File: config.mk
export PLATFORM = sky130hd
export DESIGN_NAME = status_led_pattern_generator_unit
export DESIGN_NICKNAME = d
export VERILOG_FILES = /design/src/design/slpg_pkg.sv /design/src/design/status_led_pattern_generator_unit.sv /design/src/design/slpg_ctrl.sv /design/src/design/slpg_duty.sv
export SDC_FILE = /design/constraint.sdc
export NUM_CORES = 1
export LEC_CHECK = 0
export ABC_AREA = 1
export BUFFER_PORTS_ARGS = -buffer_cell sky130_fd_sc_hd__clkbuf_2
export CAP_MARGIN = 20
export CELL_PAD_IN_SITES_DETAIL_PLACEMENT = 0
export CELL_PAD_IN_SITES_GLOBAL_PLACEMENT = 1
export CORE_UTILIZATION = 35
export CTS_CLUSTER_SIZE = 20
export DETAILED_ROUTE_END_ITERATION = 16
export PLACE_DENSITY = 0.67
export SETUP_SLACK_MARGIN = 0.3
export SYNTH_ARGS = -nofsm -noshare
export SYNTH_HDL_FRONTEND = slang
export SYNTH_SLANG_ARGS = --single-unit
File: constraint.sdc
create_clock -name aclk -period 14.4 [get_ports aclk]
set_input_delay 0.72 -clock aclk [delete_from_list [all_inputs] [get_ports aclk]]
set_output_delay 0.72 -clock aclk [all_outputs]
set_load 0.1 [all_outputs]
File: src/design/slpg_pkg.sv
`default_nettype none
// ---------------------------------------------------------------------------
// slpg_pkg: shared definitions for the status LED pattern generator
// Modes, duty selection codes, item structs, timing and divider constants.
// ---------------------------------------------------------------------------
package slpg_pkg;

    localparam int DUTY_MAX_DEFAULT = 1023;

    localparam int DRIVE_W   = 10;
    localparam int MODE_W    = 3;
    localparam int MS_W      = 11;
    localparam int TRI_POS_W = 9;

    // Millisecond thresholds
    localparam logic [MS_W-1:0] MS_LAST         = 11'd1999;
    localparam logic [MS_W-1:0] THINK_PERIOD    = 11'd1000;
    localparam logic [MS_W-1:0] THINK_HALF      = 11'd500;
    localparam logic [MS_W-1:0] SPEAK_PERIOD    = 11'd250;
    localparam logic [MS_W-1:0] SPEAK_HALF      = 11'd125;
    localparam logic [MS_W-1:0] DISCARD_LIMIT   = 11'd600;
    localparam logic [MS_W-1:0] SLOT_MS         = 11'd100;
    localparam int              SPEAK_STEPS     = 7;

    // Both triangles are scaled to a common half period of 500 ms.
    localparam int TRI_HALF = 500;

    // Exact reciprocal of 500 for numerators below 2^LO_W.
    localparam int                LO_W        = 18;
    localparam int                RECIP_W     = 19;
    localparam logic [RECIP_W-1:0] RECIP      = 19'd268436;
    localparam int                RECIP_SHIFT = 27;

    // Configuration port
    localparam int APB_ADDR_W = 3;
    localparam int APB_DATA_W = 32;
    localparam logic [APB_ADDR_W-3:0] REG_INVERT = '0;

    localparam logic OP_MODE = 1'b1;

    typedef enum logic [MODE_W-1:0] {
        MODE_IDLE      = 3'd0,
        MODE_RECORDING = 3'd1,
        MODE_THINKING  = 3'd2,
        MODE_SPEAKING  = 3'd3,
        MODE_NO_NET    = 3'd4,
        MODE_DISCARDED = 3'd5
    } mode_t;

    typedef enum logic [1:0] {
        DUTY_HOLD,
        DUTY_ZERO,
        DUTY_FULL,
        DUTY_TRI
    } duty_kind_t;

    typedef struct packed {
        logic              opcode;
        logic [MODE_W-1:0] new_mode;
    } in_item_t;

    typedef struct packed {
        logic [DRIVE_W-1:0] drive_duty;
        logic [MODE_W-1:0]  mode_now;
        logic               auto_idle;
    } out_item_t;

    typedef struct packed {
        duty_kind_t           kind;
        logic [TRI_POS_W-1:0] tri_pos;
        mode_t                mode;
        logic                 auto_idle;
    } slot_t;

endpackage
`default_nettype wire

File: src/design/status_led_pattern_generator_unit.sv
`default_nettype none
// A result passes through the slot register, the second stage and the result
// register in that order before it is valid.
// Throughput: one item per cycle; the three pipeline registers advance
// together and hold only while a result waits at the output.
// Reset (synchronous, active low) returns the mode to idle, clears the
// in-mode time, the held duty, the inversion register and all valid flags.
// ---------------------------------------------------------------------------
// status_led_pattern_generator_unit: status LED duty generator
// Turns millisecond ticks and mode requests into an LED duty value, with a
// configuration register for active-low drive.
// ---------------------------------------------------------------------------
module status_led_pattern_generator_unit #(
    parameter int DUTY_MAX = slpg_pkg::DUTY_MAX_DEFAULT
) (
    input  wire logic                              aclk,
    input  wire logic                              aresetn,
    input  wire logic                              s_valid,
    output logic                                   s_ready,
    input  wire slpg_pkg::in_item_t                s_data,
    output logic                                   m_valid,
    input  wire logic                              m_ready,
    output slpg_pkg::out_item_t                    m_data,
    input  wire logic                              psel,
    input  wire logic                              penable,
    input  wire logic                              pwrite,
    input  wire logic [slpg_pkg::APB_ADDR_W-1:0]   paddr,
    input  wire logic [slpg_pkg::APB_DATA_W-1:0]   pwdata,
    output logic [slpg_pkg::APB_DATA_W-1:0]        prdata,
    output logic                                   pready
);
    import slpg_pkg::*;

    logic  en;
    logic  invert_reg;
    logic  slot_valid;
    slot_t slot;
    logic  reg_hit;

    // The whole pipeline moves whenever the result register is free or drained.
    assign en      = !m_valid || m_ready;
    assign s_ready = en;

    assign pready  = 1'b1;
    assign reg_hit = (paddr[APB_ADDR_W-1:2] == REG_INVERT);
    assign prdata  = reg_hit ? APB_DATA_W'(invert_reg) : '0;

    always_ff @(posedge aclk) begin
        if (!aresetn) begin
            invert_reg <= 1'b0;
        end else if (psel && penable && pwrite && reg_hit) begin
            invert_reg <= pwdata[0];
        end
    end

    slpg_ctrl u_ctrl (
        .aclk       (aclk),
        .aresetn    (aresetn),
        .en         (en),
        .s_valid    (s_valid),
        .s_data     (s_data),
        .slot_valid (slot_valid),
        .slot       (slot)
    );

    slpg_duty #(
        .DUTY_MAX (DUTY_MAX)
    ) u_duty (
        .aclk       (aclk),
        .aresetn    (aresetn),
        .en         (en),
        .invert     (invert_reg),
        .slot_valid (slot_valid),
        .slot       (slot),
        .m_valid    (m_valid),
        .m_data     (m_data)
    );

endmodule
`default_nettype wire

File: src/design/slpg_ctrl.sv
`default_nettype none
// ---------------------------------------------------------------------------
// slpg_ctrl: mode and in-mode time tracking
// Applies each accepted item to the mode state and registers the duty
// selection for the item in the first pipeline stage.
// ---------------------------------------------------------------------------
module slpg_ctrl (
    input  wire logic             aclk,
    input  wire logic             aresetn,
    input  wire logic             en,
    input  wire logic             s_valid,
    input  wire slpg_pkg::in_item_t s_data,
    output logic                  slot_valid,
    output slpg_pkg::slot_t       slot
);
    import slpg_pkg::*;

    mode_t           mode_reg, mode_next;
    logic [MS_W-1:0] ms_reg, ms_next;
    logic            slot_valid_reg;
    slot_t           slot_reg, slot_next;
    logic            accept;

    logic [MS_W-1:0] phase_1000;
    logic [MS_W-1:0] up_1000;
    logic [2:0]      speak_cnt;
    logic [MS_W-1:0] phase_250;
    logic [MS_W-1:0] up_250;
    logic            no_net_on;
    logic            discard_on;

    assign accept = s_valid && en;

    always_comb begin
        phase_1000 = (ms_reg >= THINK_PERIOD) ? ms_reg - THINK_PERIOD : ms_reg;
        up_1000    = (phase_1000 < THINK_HALF) ? phase_1000 : THINK_PERIOD - phase_1000;

        // Count of whole 250 ms periods; the compares are independent.
        speak_cnt = '0;
        for (int i = 1; i <= SPEAK_STEPS; i++) begin
            if (ms_reg >= MS_W'(i * 250)) begin
                speak_cnt = speak_cnt + 3'd1;
            end
        end
        phase_250 = ms_reg - MS_W'(MS_W'(speak_cnt) * SPEAK_PERIOD);
        up_250    = (phase_250 < SPEAK_HALF) ? phase_250 : SPEAK_PERIOD - phase_250;

        no_net_on  = (ms_reg < SLOT_MS) || (ms_reg > 11'd200 && ms_reg < 11'd300);
        // Even 100 ms slots up to the timeout point.
        discard_on = (ms_reg < SLOT_MS)
                  || (ms_reg >= 11'd200 && ms_reg < 11'd300)
                  || (ms_reg >= 11'd400 && ms_reg < 11'd500)
                  || (ms_reg == DISCARD_LIMIT);
    end

    always_comb begin
        mode_next           = mode_reg;
        ms_next             = ms_reg;
        slot_next.kind      = DUTY_HOLD;
        slot_next.tri_pos   = '0;
        slot_next.auto_idle = 1'b0;
        if (s_data.opcode == OP_MODE) begin
            if (s_data.new_mode <= MODE_DISCARDED && s_data.new_mode != mode_reg) begin
                mode_next = mode_t'(s_data.new_mode);
                ms_next   = '0;
            end
        end else begin
            ms_next = (ms_reg == MS_LAST) ? '0 : ms_reg + 11'd1;
            unique case (mode_reg)
                MODE_IDLE: begin
                    slot_next.kind = DUTY_ZERO;
                end
                MODE_RECORDING: begin
                    slot_next.kind = DUTY_FULL;
                end
                MODE_THINKING: begin
                    slot_next.kind    = DUTY_TRI;
                    slot_next.tri_pos = up_1000[TRI_POS_W-1:0];
                end
                MODE_SPEAKING: begin
                    // Scale the 125 ms half period up to the common 500 ms one.
                    slot_next.kind    = DUTY_TRI;
                    slot_next.tri_pos = {up_250[TRI_POS_W-3:0], 2'b00};
                end
                MODE_NO_NET: begin
                    slot_next.kind = no_net_on ? DUTY_FULL : DUTY_ZERO;
                end
                MODE_DISCARDED: begin
                    if (ms_reg > DISCARD_LIMIT) begin
                        mode_next           = MODE_IDLE;
                        ms_next             = '0;
                        slot_next.auto_idle = 1'b1;
                    end else begin
                        slot_next.kind = discard_on ? DUTY_FULL : DUTY_ZERO;
                    end
                end
                default: begin
                    slot_next.kind = DUTY_HOLD;
                end
            endcase
        end
        slot_next.mode = mode_next;
    end

    always_ff @(posedge aclk) begin
        if (!aresetn) begin
            mode_reg       <= MODE_IDLE;
            ms_reg         <= '0;
            slot_valid_reg <= 1'b0;
        end else begin
            if (accept) begin
                mode_reg <= mode_next;
                ms_reg   <= ms_next;
            end
            if (en) begin
                slot_valid_reg <= accept;
            end
        end
    end

    always_ff @(posedge aclk) begin
        if (en) begin
            slot_reg <= slot_next;
        end
    end

    assign slot_valid = slot_valid_reg;
    assign slot       = slot_reg;

endmodule
`default_nettype wire

File: src/design/slpg_duty.sv
`default_nettype none
// ---------------------------------------------------------------------------
// slpg_duty: duty evaluation and result register
// Scales the triangle position in two stages, holds the duty between ticks
// and applies the optional inversion.
// ---------------------------------------------------------------------------
module slpg_duty #(
    parameter int DUTY_MAX = slpg_pkg::DUTY_MAX_DEFAULT
) (
    input  wire logic             aclk,
    input  wire logic             aresetn,
    input  wire logic             en,
    input  wire logic             invert,
    input  wire logic             slot_valid,
    input  wire slpg_pkg::slot_t  slot,
    output logic                  m_valid,
    output slpg_pkg::out_item_t   m_data
);
    import slpg_pkg::*;

    localparam int DUTY_W = $clog2(DUTY_MAX + 1);
    localparam int WIDE_W = (DUTY_W > DRIVE_W) ? DUTY_W : DRIVE_W;
    localparam int QUO    = DUTY_MAX / TRI_HALF;
    localparam int REM    = DUTY_MAX % TRI_HALF;
    localparam int PROD_W = LO_W + RECIP_W;

    // Second stage
    logic             valid2_reg;
    duty_kind_t       kind2_reg;
    mode_t            mode2_reg;
    logic             auto2_reg;
    logic [DUTY_W-1:0] hi2_reg, hi2_next;
    logic [LO_W-1:0]   lo2_reg, lo2_next;

    // Result stage
    logic [PROD_W-1:0] recip_prod;
    logic [DUTY_W-1:0] tri_duty;
    logic [DUTY_W-1:0] held_duty_reg, held_duty_next;
    logic [WIDE_W-1:0] drive_wide;
    logic              m_valid_reg;
    out_item_t         out_reg, out_next;

    // pos * DUTY_MAX / 500 split as pos * QUO + (pos * REM) / 500.
    assign hi2_next = DUTY_W'(32'(slot.tri_pos) * 32'(QUO));
    assign lo2_next = LO_W'(32'(slot.tri_pos) * 32'(REM));

    assign recip_prod = PROD_W'(lo2_reg) * PROD_W'(RECIP);
    assign tri_duty   = hi2_reg + DUTY_W'(recip_prod[PROD_W-1:RECIP_SHIFT]);

    always_comb begin
        case (kind2_reg)
            DUTY_ZERO: held_duty_next = '0;
            DUTY_FULL: held_duty_next = DUTY_W'(DUTY_MAX);
            DUTY_TRI:  held_duty_next = tri_duty;
            default:   held_duty_next = held_duty_reg;
        endcase
        drive_wide = invert ? WIDE_W'(DUTY_MAX) - WIDE_W'(held_duty_next)
                            : WIDE_W'(held_duty_next);
        out_next.drive_duty = drive_wide[DRIVE_W-1:0];
        out_next.mode_now   = mode2_reg;
        out_next.auto_idle  = auto2_reg;
    end

    always_ff @(posedge aclk) begin
        if (!aresetn) begin
            valid2_reg    <= 1'b0;
            m_valid_reg   <= 1'b0;
            held_duty_reg <= '0;
        end else if (en) begin
            valid2_reg  <= slot_valid;
            m_valid_reg <= valid2_reg;
            if (valid2_reg) begin
                held_duty_reg <= held_duty_next;
            end
        end
    end

    always_ff @(posedge aclk) begin
        if (en) begin
            kind2_reg <= slot.kind;
            mode2_reg <= slot.mode;
            auto2_reg <= slot.auto_idle;
            hi2_reg   <= hi2_next;
            lo2_reg   <= lo2_next;
            out_reg   <= out_next;
        end
    end

    assign m_valid = m_valid_reg;
    assign m_data  = out_reg;

endmodule
`default_nettype wire

# Word level (Yosys, flattened, before mapping)
# Index checks and enable logic that the tools add are counted.
dict set report classes {
  addsub 13
  mul 3
  magnitude_cmp 17
  eq_ne 12
  mux 28
  n_bitwise 2
  n_reduce_logical 19
}
# cell count
set op_table {}
lappend op_table {{$mux W11} 6}
lappend op_table {{$ge A11 B11 Y1 const B} 3}
lappend op_table {{$lt A11 B9 Y1 const B} 3}
lappend op_table {{$mul A14 B17 Y31 const B} 1}
lappend op_table {{$mux W3} 10}
lappend op_table {{$pmux W10 S3} 1}
lappend op_table {{$ge A11 B10 Y1 const B} 2}
lappend op_table {{$ge A11 B8 Y1 const B} 2}
lappend op_table {{$ge A11 B9 Y1 const B} 2}
lappend op_table {{$lt A11 B7 Y1 const B} 2}
lappend op_table {{$pmux W9 S2} 1}
lappend op_table {{$add A3 B1 Y3 const B} 5}
lappend op_table {{$mul A9 B5 Y14 const B} 1}
lappend op_table {{$add A11 B1 Y11 const B} 1}
lappend op_table {{$eq A11 B10 Y1 const B} 1}
lappend op_table {{$eq A11 B11 Y1 const B} 1}
lappend op_table {{$gt A11 B10 Y1 const B} 1}
lappend op_table {{$gt A11 B8 Y1 const B} 1}
lappend op_table {{$sub A11 B10 Y11 const B} 1}
lappend op_table {{$sub A11 B11 Y11} 1}
lappend op_table {{$add A10 B10 Y10} 1}
lappend op_table {{$mul A3 B7 Y10 const B} 1}
lappend op_table {{$mux W10} 1}
lappend op_table {{$pmux W2 S5} 1}
lappend op_table {{other kinds (23)} 44}
dict set report word_totals {
  reg_bits 86
  input_bits 46
  output_inout_bits 49
  wordCells 113
}

# Logic depth before layout (Yosys ltp)
# Gate-level depths: netlist (run 1).
dict set report logic_depth {
  word_depth 19
  ltp_mapped 50
}

# By module
# Synthesis (run 1) repeated with hierarchy kept, for this count alone.
dict set report hier_totals {
  cells_unflattened 1351
  area_unflattened_um2 10393.7
}
# mod instances cells_each area_per_inst_um2 seq_area_each_um2
set modules_own_cells {}
lappend modules_own_cells {slpg_duty 1 706 6317.3 1501.4}
lappend modules_own_cells {slpg_ctrl 1 597 3754.9 750.7}
lappend modules_own_cells {status_led_pattern_generator_unit 1 48 321.6 20.0}

# Least setup slack after synthesis (run 1)
# OpenSTA, ideal clock, no wires.
dict set report synth_path {
  path_kind {flip-flop to flip-flop}
  from {reg u_ctrl.ms_reg[3]}
  to {reg u_ctrl.slot_reg, in the netlist u_ctrl.slot[10] (data pin)}
  setup_ns 0.257
  arrival_time_ns 6.454
  required_time_ns 14.143
  setup_slack_ns 7.690
  stages_incl_launch_ff 46
  n_path_buf 2
  path_cell_list {dfxtp_1 -> buf_2 -> inv_1 -> ha_1 -> nand2_1 -> inv_1 -> o21ai_0 -> nand2_1 -> a31oi_1 -> ha_1 -> inv_1 -> nand3_1 -> nand2_1 -> nand3_1 -> nand3_1 -> nand2_1 -> ha_1 -> nand2_1 -> (+10 left out) -> nand2_1 -> inv_2 -> fa_1 -> inv_1 -> fa_1 -> fa_1 -> ha_1 -> a21oi_1 -> nor2_1 -> nor2_1 -> nand3_1 -> nand2_1 -> inv_1 -> nand4_1 -> buf_2 -> o21ai_0 -> o211ai_1 -> nand2_1}
}
dict set report synth_via {
  elab_chain_len 19
}
# element line
set synth_rtl {}
lappend synth_rtl {{start, declared} slpg_ctrl.sv:19} ;# logic [MS_W-1:0] ms_reg, ms_next;
lappend synth_rtl {{start signal, assigned} slpg_ctrl.sv:113} ;# ms_reg <= ms_next;
lappend synth_rtl {{$ge A11 B8 Y1} slpg_ctrl.sv:41} ;# if (ms_reg >= MS_W'(i * 250)) begin
lappend synth_rtl {{$mux W1} slpg_ctrl.sv:41}
lappend synth_rtl {{$add A1 B1 Y2} slpg_ctrl.sv:42} ;# speak_cnt = speak_cnt + 3'd1;
lappend synth_rtl {{$mux W3} slpg_ctrl.sv:41}
lappend synth_rtl {{$add A3 B1 Y3} slpg_ctrl.sv:42}
lappend synth_rtl {{$mux W3} slpg_ctrl.sv:41}
lappend synth_rtl {{$add A3 B1 Y3} slpg_ctrl.sv:42}
lappend synth_rtl {{$mux W3} slpg_ctrl.sv:41}
lappend synth_rtl {{(+3 left out)} n/a}
lappend synth_rtl {{$mux W3} slpg_ctrl.sv:41}
lappend synth_rtl {{$add A3 B1 Y3} slpg_ctrl.sv:42}
lappend synth_rtl {{$mux W3} slpg_ctrl.sv:41}
lappend synth_rtl {{$mul A3 B7 Y10} slpg_ctrl.sv:45} ;# phase_250 = ms_reg - MS_W'(MS_W'(speak_cnt) * SPEAK_PERIOD);
lappend synth_rtl {{$sub A11 B11 Y11} slpg_ctrl.sv:45}
lappend synth_rtl {{$lt A11 B7 Y1 / $sub A7 B7 Y7 (equally long branches)} slpg_ctrl.sv:46} ;# up_250 = (phase_250 < SPEAK_HALF) ? phase_250 : SPEAK_PERIOD - phase_250;
lappend synth_rtl {{$mux W7} slpg_ctrl.sv:46}
lappend synth_rtl {{$pmux W9 S2 (*)} slpg_ctrl.sv:69} ;# unique case (mode_reg)
lappend synth_rtl {{end signal, assigned} slpg_ctrl.sv:123} ;# slot_reg <= slot_next;
lappend synth_rtl {{end, declared} slpg_ctrl.sv:21} ;# slot_t slot_reg, slot_next;
# Every way passes the cells marked *; elsewhere a longest branch is shown, timed or not.
# A chain may end at the register's enable or synchronous reset.

# Final worst setup path (run 1)
dict set report layout_path {
  from {reg u_ctrl.ms_reg[3]}
  to {reg u_ctrl.slot_reg, in the netlist u_ctrl.slot[7] (data pin)}
}
# Same word-level chain as after synthesis.

==> impl_results.md, run 1 <==
- Status: finished clean
- Num rows: 62
- Antenna violations before repair: 0
- Fin. Hold Viols: 0
- Top cell type's share of synthesized area: 22.2%
- Setup tns final: 0 ns
- Resized cells post-CTS: 0
- Final setup skew: 0.0114 ns
- Initial core utilization: 35.6%
- Hold-fix buffers, CTS: 0
- Final GP Congestion: 0.824
- HPWL Detailed: 18400 um
- P&R area growth vs syn: 6.79%
- Avg Cell Area, Syn: 7.86 um^2
- Final net count: 1600
- Worst path most repeated cell: nand2_1
- Post-DRT Antenna Nets: 0
- Seq/Total Area, Yosys: 22.2%
- Yosys top cell by area: ha_1
- # IOs: 95
- IO buf count: 29
- Global route overflow: 0
- Fmax: 127 MHz
- Post-synthesis cell type count: 49
- Synth top cells by count: 235 x nand2_1, 225 x inv_1, 182 x ha_1
- Yosys reg bits: 85
- H-tree levels: 3
- Fin Hold WS: 0.418 ns
- Clock Path Buffers: 2
- Slew Viols, Final: 0
- Root Driver: clkbuf_16
- Vias per cell: 4.68
- Worst-path clk slew: 0.07 ns
- Most frequent cell after synthesis: nand2_1
- First-pass GRT wire length: 37500 um
- Total CTS buffers: 9
- Total core area: 28800 um^2
- DR iter-0 viols: 386
- Inserted Diodes: 0
- Vias in the first global route: 7927
- Pleak: 5.92 nW
- Required time worst endpoint: 14.48 ns
- Max_cap viols: 0
- Vias post-DR: 8021
- Pre-CTS setup slack: 6.50 ns
- Worst setup path class: reg -> reg
- Slowest CP cell: dfxtp_1
- Clk_lat worst skew: 0.34 ns
- Unrepaired setup endpoints after global routing: false
- CP startpoint kind: flip-flop
- GRT Overall Usage: 15.1%
- WL/cell: 12.7 um
- Syn Inst Count: 1303
- Die Area: 30000 um^2
- Area contributors post-synth: ha_1 22%, edfxtp_1 17%, fa_1 9.4%, nand2_1 8.6%, inv_1 8.2%
- Worst Hold Class: reg -> reg
- Setup Fix Bufs, Post-CTS: 0
- Slew @ Worst Pin: 0.732 ns
- Drt first pass iters: 4
- Final Cycle Share: 54.7%
- Main flop type after synthesis: edfxtp_1
- Worst Setup Slack, final: 6.53 ns
- Number of flops mapped to enable cells by yosys: 57
- DRC violations left: 0
- Setup violators final: 0
- Worst EP arrival: 7.95 ns
- Crit-path max cell delay: 0.64 ns
- Largest net degree at the start of global routing: 60
- Crit Path Max Fanout: 12
- VDD IR-drop max: 64.5 uV
- Pwr dens: 87.2 nW/um^2
- Post-synthesis async set-or-reset flop share: 0%
- Max FFs per register: 15
- CTS tree: built
- Relative slew slack: 51.2%
- Worst setup EP type: flip-flop
- Clock Sinks: 85
- Syn Std Cell Area: 10200 um^2
- Share of cells above drive strength 1: 6.47%
- Chip width: 173 um
- Crit path time final: 7.87 ns
- Yosys Warn Count: 0
- Post-Route WL: 21800 um
- Die Y: 173 um
## stage by stage
stage / power [mW] / util [%] / cell area (um^2) / instances
after floorplan: 0.654 / - / 10400 / 1333
after global placement: 0.734 / 36.9 / 10600 / 1696
after detailed placement: 0.731 / 36.9 / 10600 / 1696
after CTS: 0.968 / 38.0 / 10900 / 1712
after global routing: 1.03 / 38.0 / 10900 / 1713
final: 0.954 / 38.0 / 10900 / 1713
## placed cells by master (no fill, tap or decap), types with 7 or more instances in the layout
cell type and instances:
nor2_1 85, nor3_1 18, nand3_1 80, nand2_2 10, o21ai_0 67, inv_2 9
o21ai_1 7, clkbuf_16 9, conb_1 32, ha_1 182, dfxtp_1 28, o211ai_1 9
nand4_1 12, clkbuf_2 29, a21o_1 7, nand2_1 235, inv_1 224, xor2_1 35
fa_1 48, edfxtp_1 57, a21oi_1 80
## critical path, delay by kind of cell (launching register included)
family / cells / cell delay, ns
AO/OA/AOI/OAI: 4 / 1.03
XOR/XNOR: 2 / 0.41
AND/OR/NAND/NOR: 23 / 2.09
buffers and inverters: 6 / 0.60
adder cells (fa/ha/maj): 8 / 2.85
flip-flops: 1 / 0.64
## final cells by class
class,instances,area [um^2]
fillers,3032,17800
well taps,384,480
flip-flops and latches,85,2270
repair buffers,31,160
clock inverters,7,76.3
multi-input cells,962,6840
inverters,235,890
clock buffers,9,225
## power breakdown
group	internal, mW	switching, mW	leakage, nW	total, mW
clock network	0.123	0.105	0.148	0.228
logic	0.123	0.293	4.88	0.416
registers	0.288	0.0225	0.891	0.310
## kinds of logic (layout without fill, tap and decap cells)
group | after synthesis | count (layout) | synth area share (%)
and+or+nand+nor | 469 | 469 | 20.2
buffers and inverters | 286 | 282 | 12.2
adders and majority gates | 230 | 230 | 31.6
AOI/OAI and AO/OA | 191 | 191 | 10.3
DFF | 85 | 85 | 22.2
xor gates and xnor gates | 40 | 40 | 3.42
other | 2 | 32 | 0.0733
## path summary, 6_finish.rpt
path / startpoint / to / slack (ns) / cells after the start
min reg2reg: u_duty.mode2_reg[0]$_DFFE_PN_ / u_duty.m_data[1]$_DFFE_PN_ / 0.42 / 0
max reg2reg: u_ctrl.ms_reg[3]$_SDFFE_PN0P_ / u_ctrl.slot[7]$_SDFFCE_PP0N_ / 6.53 / 43
min: u_duty.mode2_reg[0]$_DFFE_PN_ / u_duty.m_data[1]$_DFFE_PN_ / 0.42 / 0
max: u_ctrl.ms_reg[3]$_SDFFE_PN0P_ / u_ctrl.slot[7]$_SDFFCE_PP0N_ / 6.53 / 43
## layer usage
layer / up-vias / GRT usage [%] / part of all wire [%] / wire (um)
met2: 61 / 27.8 / 51 / 11000
met3: 17 / 1.63 / 1.5 / 331
met4: 0 / 2.99 / 1.1 / 241
met1: 3696 / 18.9 / 47 / 10200
met5: - / 0 / 0 / 0
li1: 4247 / - / - / -
Note: power is estimated with default switching activity, not from simulation.
==> run 2: changes to the inputs <==
Settings changed: ABC_AREA 1 to 0, PLACE_DENSITY 0.67 to 0.66.
Clock period 14.4 ns to 7.25 ns, I/O delays scaled along.
==> run 2 against run 1 <==
Clock skew increased by 0.0059 ns. Hold slack lost 0.17 ns. Combinational power rose by 28%. Clock-buffer cell count unchanged. Flip-flop and latch count unchanged. Worst setup slack worse by 6.2 ns. Sequential power increased by 89%. Via count fell by 13%. Clock power increased by 99%. First-iteration DRC count fell by 32%. Critical path type unchanged.
==> impl_results.md, run 2 <==
- Yosys Warn Count: 0 (unchanged)
- Post-synthesis async set-or-reset flop share: 0% (unchanged)
- Crit path time final: 6.97 ns (was 7.87 ns)
- Vias per cell: 4.86 (was 4.68)
- First-pass GRT wire length: 33200 um (was 37500 um)
- Utilization after layout: 41.2% (was 38.0%)
- Worst setup path class: reg -> reg (unchanged)
- Pwr dens: 145 nW/um^2 (was 87.2 nW/um^2)
- Antenna violations before repair: 0 (unchanged)
- CTS tree: built (unchanged)
- PnR Total Power: 1.57 mW (was 954 uW)
- Hold path cells: 3 (was 0)
- Worst EP arrival: 7.05 ns (was 7.95 ns)
- Fin. Hold Viols: 0 (unchanged)
- Status: finished clean (unchanged)
- Worst hold endpoint: invert_reg$_SDFFE_PN0P_ (was u_duty.m_data[1]$_DFFE_PN_)
- Global route overflow: 0 (unchanged)
- Vias post-DR: 6966 (was 8021)
- Slew @ Worst Pin: 0.735 ns (was 0.732 ns)
- Worst setup EP type: flip-flop (unchanged)
- Required time worst endpoint: 7.33 ns (was 14.48 ns)
- Avg Cell Area, Syn: 9.30 um^2 (was 7.86 um^2)
- VDD IR-drop max: 99.8 uV (was 64.5 uV)
- Final setup skew: 0.0173 ns (was 0.0114 ns)
- Clock Sinks: 85 (unchanged)
- Max FFs per register: 15 (unchanged)
- CP startpoint kind: flip-flop (unchanged)
- Clock Path Buffers: 2 (unchanged)
- Fin Hold WS: 0.252 ns (was 0.418 ns)
- Share of cells above drive strength 1: 15.9% (was 6.47%)
- Initial core utilization: 36.1% (was 35.6%)
- Most frequent cells in the layout: 173 x ha_1, 145 x inv_1, 71 x nor2_1 (was 235 x nand2_1, 224 x inv_1, 182 x ha_1)
- Chip width: 167 um (was 173 um)
- Seq/Total Area, Yosys: 23.9% (was 22.2%)
- Num rows: 59 (was 62)
- Commonest non-fill, non-tap cell in the layout: ha_1 (was nand2_1)
- Area contributors post-synth: ha_1 24%, edfxtp_1 18%, fa_1 10%, inv_1 6.0%, dfxtp_1 5.9% (was ha_1 22%, edfxtp_1 17%, fa_1 9.4%, nand2_1 8.6%, inv_1 8.2%)
- Die Area: 27800 um^2 (was 30000 um^2)
- Crit Path Max Fanout: 4 (was 12)
- Setup violators final: 0 (unchanged)
- Total core area: 26400 um^2 (was 28800 um^2)
- Final Cycle Share: 96.1% (was 54.7%)
- Largest net degree at the start of global routing: 56 (was 60)
- Fmax: 143 MHz (was 127 MHz)
- Post-Place Cells: 1402 (was 1696)
- DRC violations left: 0 (unchanged)
- Worst path most repeated cell: xnor2_2 (was nand2_1)
- Total CTS buffers: 9 (unchanged)
- HPWL Detailed: 15700 um (was 18400 um)
- Crit-path max cell delay: 0.58 ns (was 0.64 ns)
- Hold-fix buffers, CTS: 0 (unchanged)
- Top cell type's share of synthesized area: 24.0% (was 22.2%)
- Worst Hold Class: in -> reg (was reg -> reg)
- Fin cells: 1433 (was 1713)
- Syn Inst Count: 1022 (was 1303)
- Reg2Reg Capture Point: u_ctrl.slot[9]$_SDFFCE_PP0N_ (was u_ctrl.slot[7]$_SDFFCE_PP0N_)
- H-tree levels: 3 (unchanged)
- Synth top cells by count: 182 x ha_1, 151 x inv_1, 73 x nor2_1 (was 235 x nand2_1, 225 x inv_1, 182 x ha_1)
- Number of flops mapped to enable cells by yosys: 57 (unchanged)
- Post-synthesis cell type count: 77 (was 49)
- Inserted Diodes: 0 (unchanged)
- Yosys top cell by area: ha_1 (unchanged)
- Beginning of the worst register-to-register path: u_ctrl.ms_reg[3]$_SDFFE_PN0P_ (unchanged)
- Max_cap viols: 0 (unchanged)
- IO buf count: 29 (unchanged)
- GRT Overall Usage: 14.6% (was 15.1%)
- WL/cell: 13.4 um (was 12.7 um)
- Most frequent cell after synthesis: ha_1 (was nand2_1)
- Drt first pass iters: 4 (unchanged)
- Pleak: 5.45 nW (was 5.92 nW)
- Hold wc startpoint: pwdata[0] (was u_duty.mode2_reg[0]$_DFFE_PN_)
- P&R area growth vs syn: 14.4% (was 6.79%)
- Worst-path clk slew: 0.07 ns (about the same)
- Reg2reg setup slack: 0.28 ns (was 6.53 ns)
- Root Driver: clkbuf_16 (unchanged)
- Unrepaired setup endpoints after global routing: true (was false)
- Final net count: 1369 (was 1600)
- Post-DRT Antenna Nets: 0 (unchanged)
- Slew Viols, Final: 0 (unchanged)
- DR iter-0 viols: 264 (was 386)
- Clk_lat worst skew: 0.35 ns (was 0.34 ns)
- Die Y: 167 um (was 173 um)
- Syn Std Cell Area: 9500 um^2 (was 10200 um^2)
- Post-Route WL: 19200 um (was 21800 um)
- # IOs: 95 (unchanged)
- Final GP Congestion: 0.834 (was 0.824)
- Worst r2r path cells: 33 (was 43)
- Relative slew slack: 50.6% (was 51.2%)
- Main flop type after synthesis: edfxtp_1 (unchanged)
- Yosys reg bits: 85 (unchanged)
- Vias in the first global route: 6946 (was 7927)
- Slowest CP cell: fa_1 (was dfxtp_1)
## run 2: cell count changes after synthesis, moves of 24 or more
cell | previous run | this run
nand2_1 | 235 | 57
inv_1 | 225 | 151
nand3_1 | 80 | 14
xnor2_1 | 5 | 38
o21ai_0 | 67 | 40
a21oi_1 | 80 | 56
## run 2: critical path: cells and delay by family (launching register included)
| family | cells | cell delay (ns) |
|---|---|---|
| AOI/OAI and AO/OA | 9 | 1.64 |
| xor gates and xnor gates | 8 | 1.23 |
| adders and majority gates | 8 | 2.38 |
| buffers and inverters | 5 | 0.37 |
| DFF | 1 | 0.41 |
| and+or+nand+nor | 3 | 0.65 |
## run 2: where the power goes
group          switching, mW  internal [mW]  leakage [nW]  total, mW
registers             0.0336          0.554         0.904      0.587
logic                  0.366          0.166          4.39      0.532
clock network          0.209          0.244         0.148      0.453
## run 2: worst max path at each step
| stage | slack (ns) | start | depth (start not counted) | to |
|---|---|---|---|---|
| floorplan | 0.25 | u_ctrl.ms_reg[3]$_SDFFE_PN0P_ | 34 | u_ctrl.slot[7]$_SDFFCE_PP0N_ |
| global placement | 0.10 | u_ctrl.ms_reg[3]$_SDFFE_PN0P_ | 31 | u_ctrl.slot[7]$_SDFFCE_PP0N_ |
| detailed placement | 0.08 | u_ctrl.ms_reg[4]$_SDFFE_PN0P_ | 30 | u_ctrl.slot[11]$_SDFFCE_PP0N_ |
| CTS | 0.29 | u_ctrl.ms_reg[3]$_SDFFE_PN0P_ | 34 | u_ctrl.slot[7]$_SDFFCE_PP0N_ |
| global route | -0.12 | u_ctrl.ms_reg[3]$_SDFFE_PN0P_ | 35 | u_ctrl.slot[9]$_SDFFCE_PP0N_ |
| finish | 0.28 | u_ctrl.ms_reg[3]$_SDFFE_PN0P_ | 33 | u_ctrl.slot[9]$_SDFFCE_PP0N_ |
## run 2: layer usage
metal	up-vias	track usage [%]	routed length [um]
met4	0	3.62	187
met5	-	0	0
met3	14	1.78	394
met2	78	25.4	9550
met1	3286	19.0	9050
li1	3588	-	-
## run 2: cells by family (layout without fill, tap and decap cells)
logic type / count (synthesis) / in the layout / share of synthesized area [%]
buffers and inverters: 210 / 256 / 9.64
AND/OR/NAND/NOR: 236 / 236 / 12.4
adder cells (fa/ha/maj): 230 / 230 / 34.1
other: 2 / 32 / 0.0790
multiplexers: 9 / 9 / 0.974
flip-flops: 85 / 85 / 23.9
AO/OA/AOI/OAI: 181 / 181 / 12.4
XOR/XNOR: 69 / 69 / 6.60
## run 2: timing repair
item                       in CTS  in global routing
setup endpoints to repair       7                 15
pin swaps                      25                 28
setup buffers                  11                  4
hold endpoints to repair        0                  0
gates cloned                    0                  0
resized for setup              31                 22
## run 2: layout make-up
| class | instances | area (um^2) |
|---|---|---|
| Timing Repair Buffer | 86 | 581 |
| Multi-Input combinational cell | 757 | 6700 |
| Clock inverter | 7 | 76.3 |
| Clock buffer | 9 | 225 |
| Fill cell | 2676 | 15500 |
| Tap cell | 335 | 419 |
| Sequential cell | 85 | 2290 |
| Inverter | 154 | 586 |
## run 2: metrics by stage
stage | setup TNS [ns] | cell area, um^2 | setup slack (ns)
after floorplan | 0 | 9720 | 0.247
after global placement | 0 | 10200 | 0.101
after detailed placement | 0 | 10200 | 0.0813
after CTS | 0 | 10800 | 0.287
after global routing | -0.306 | 10900 | -0.122
final | 0 | 10900 | 0.280
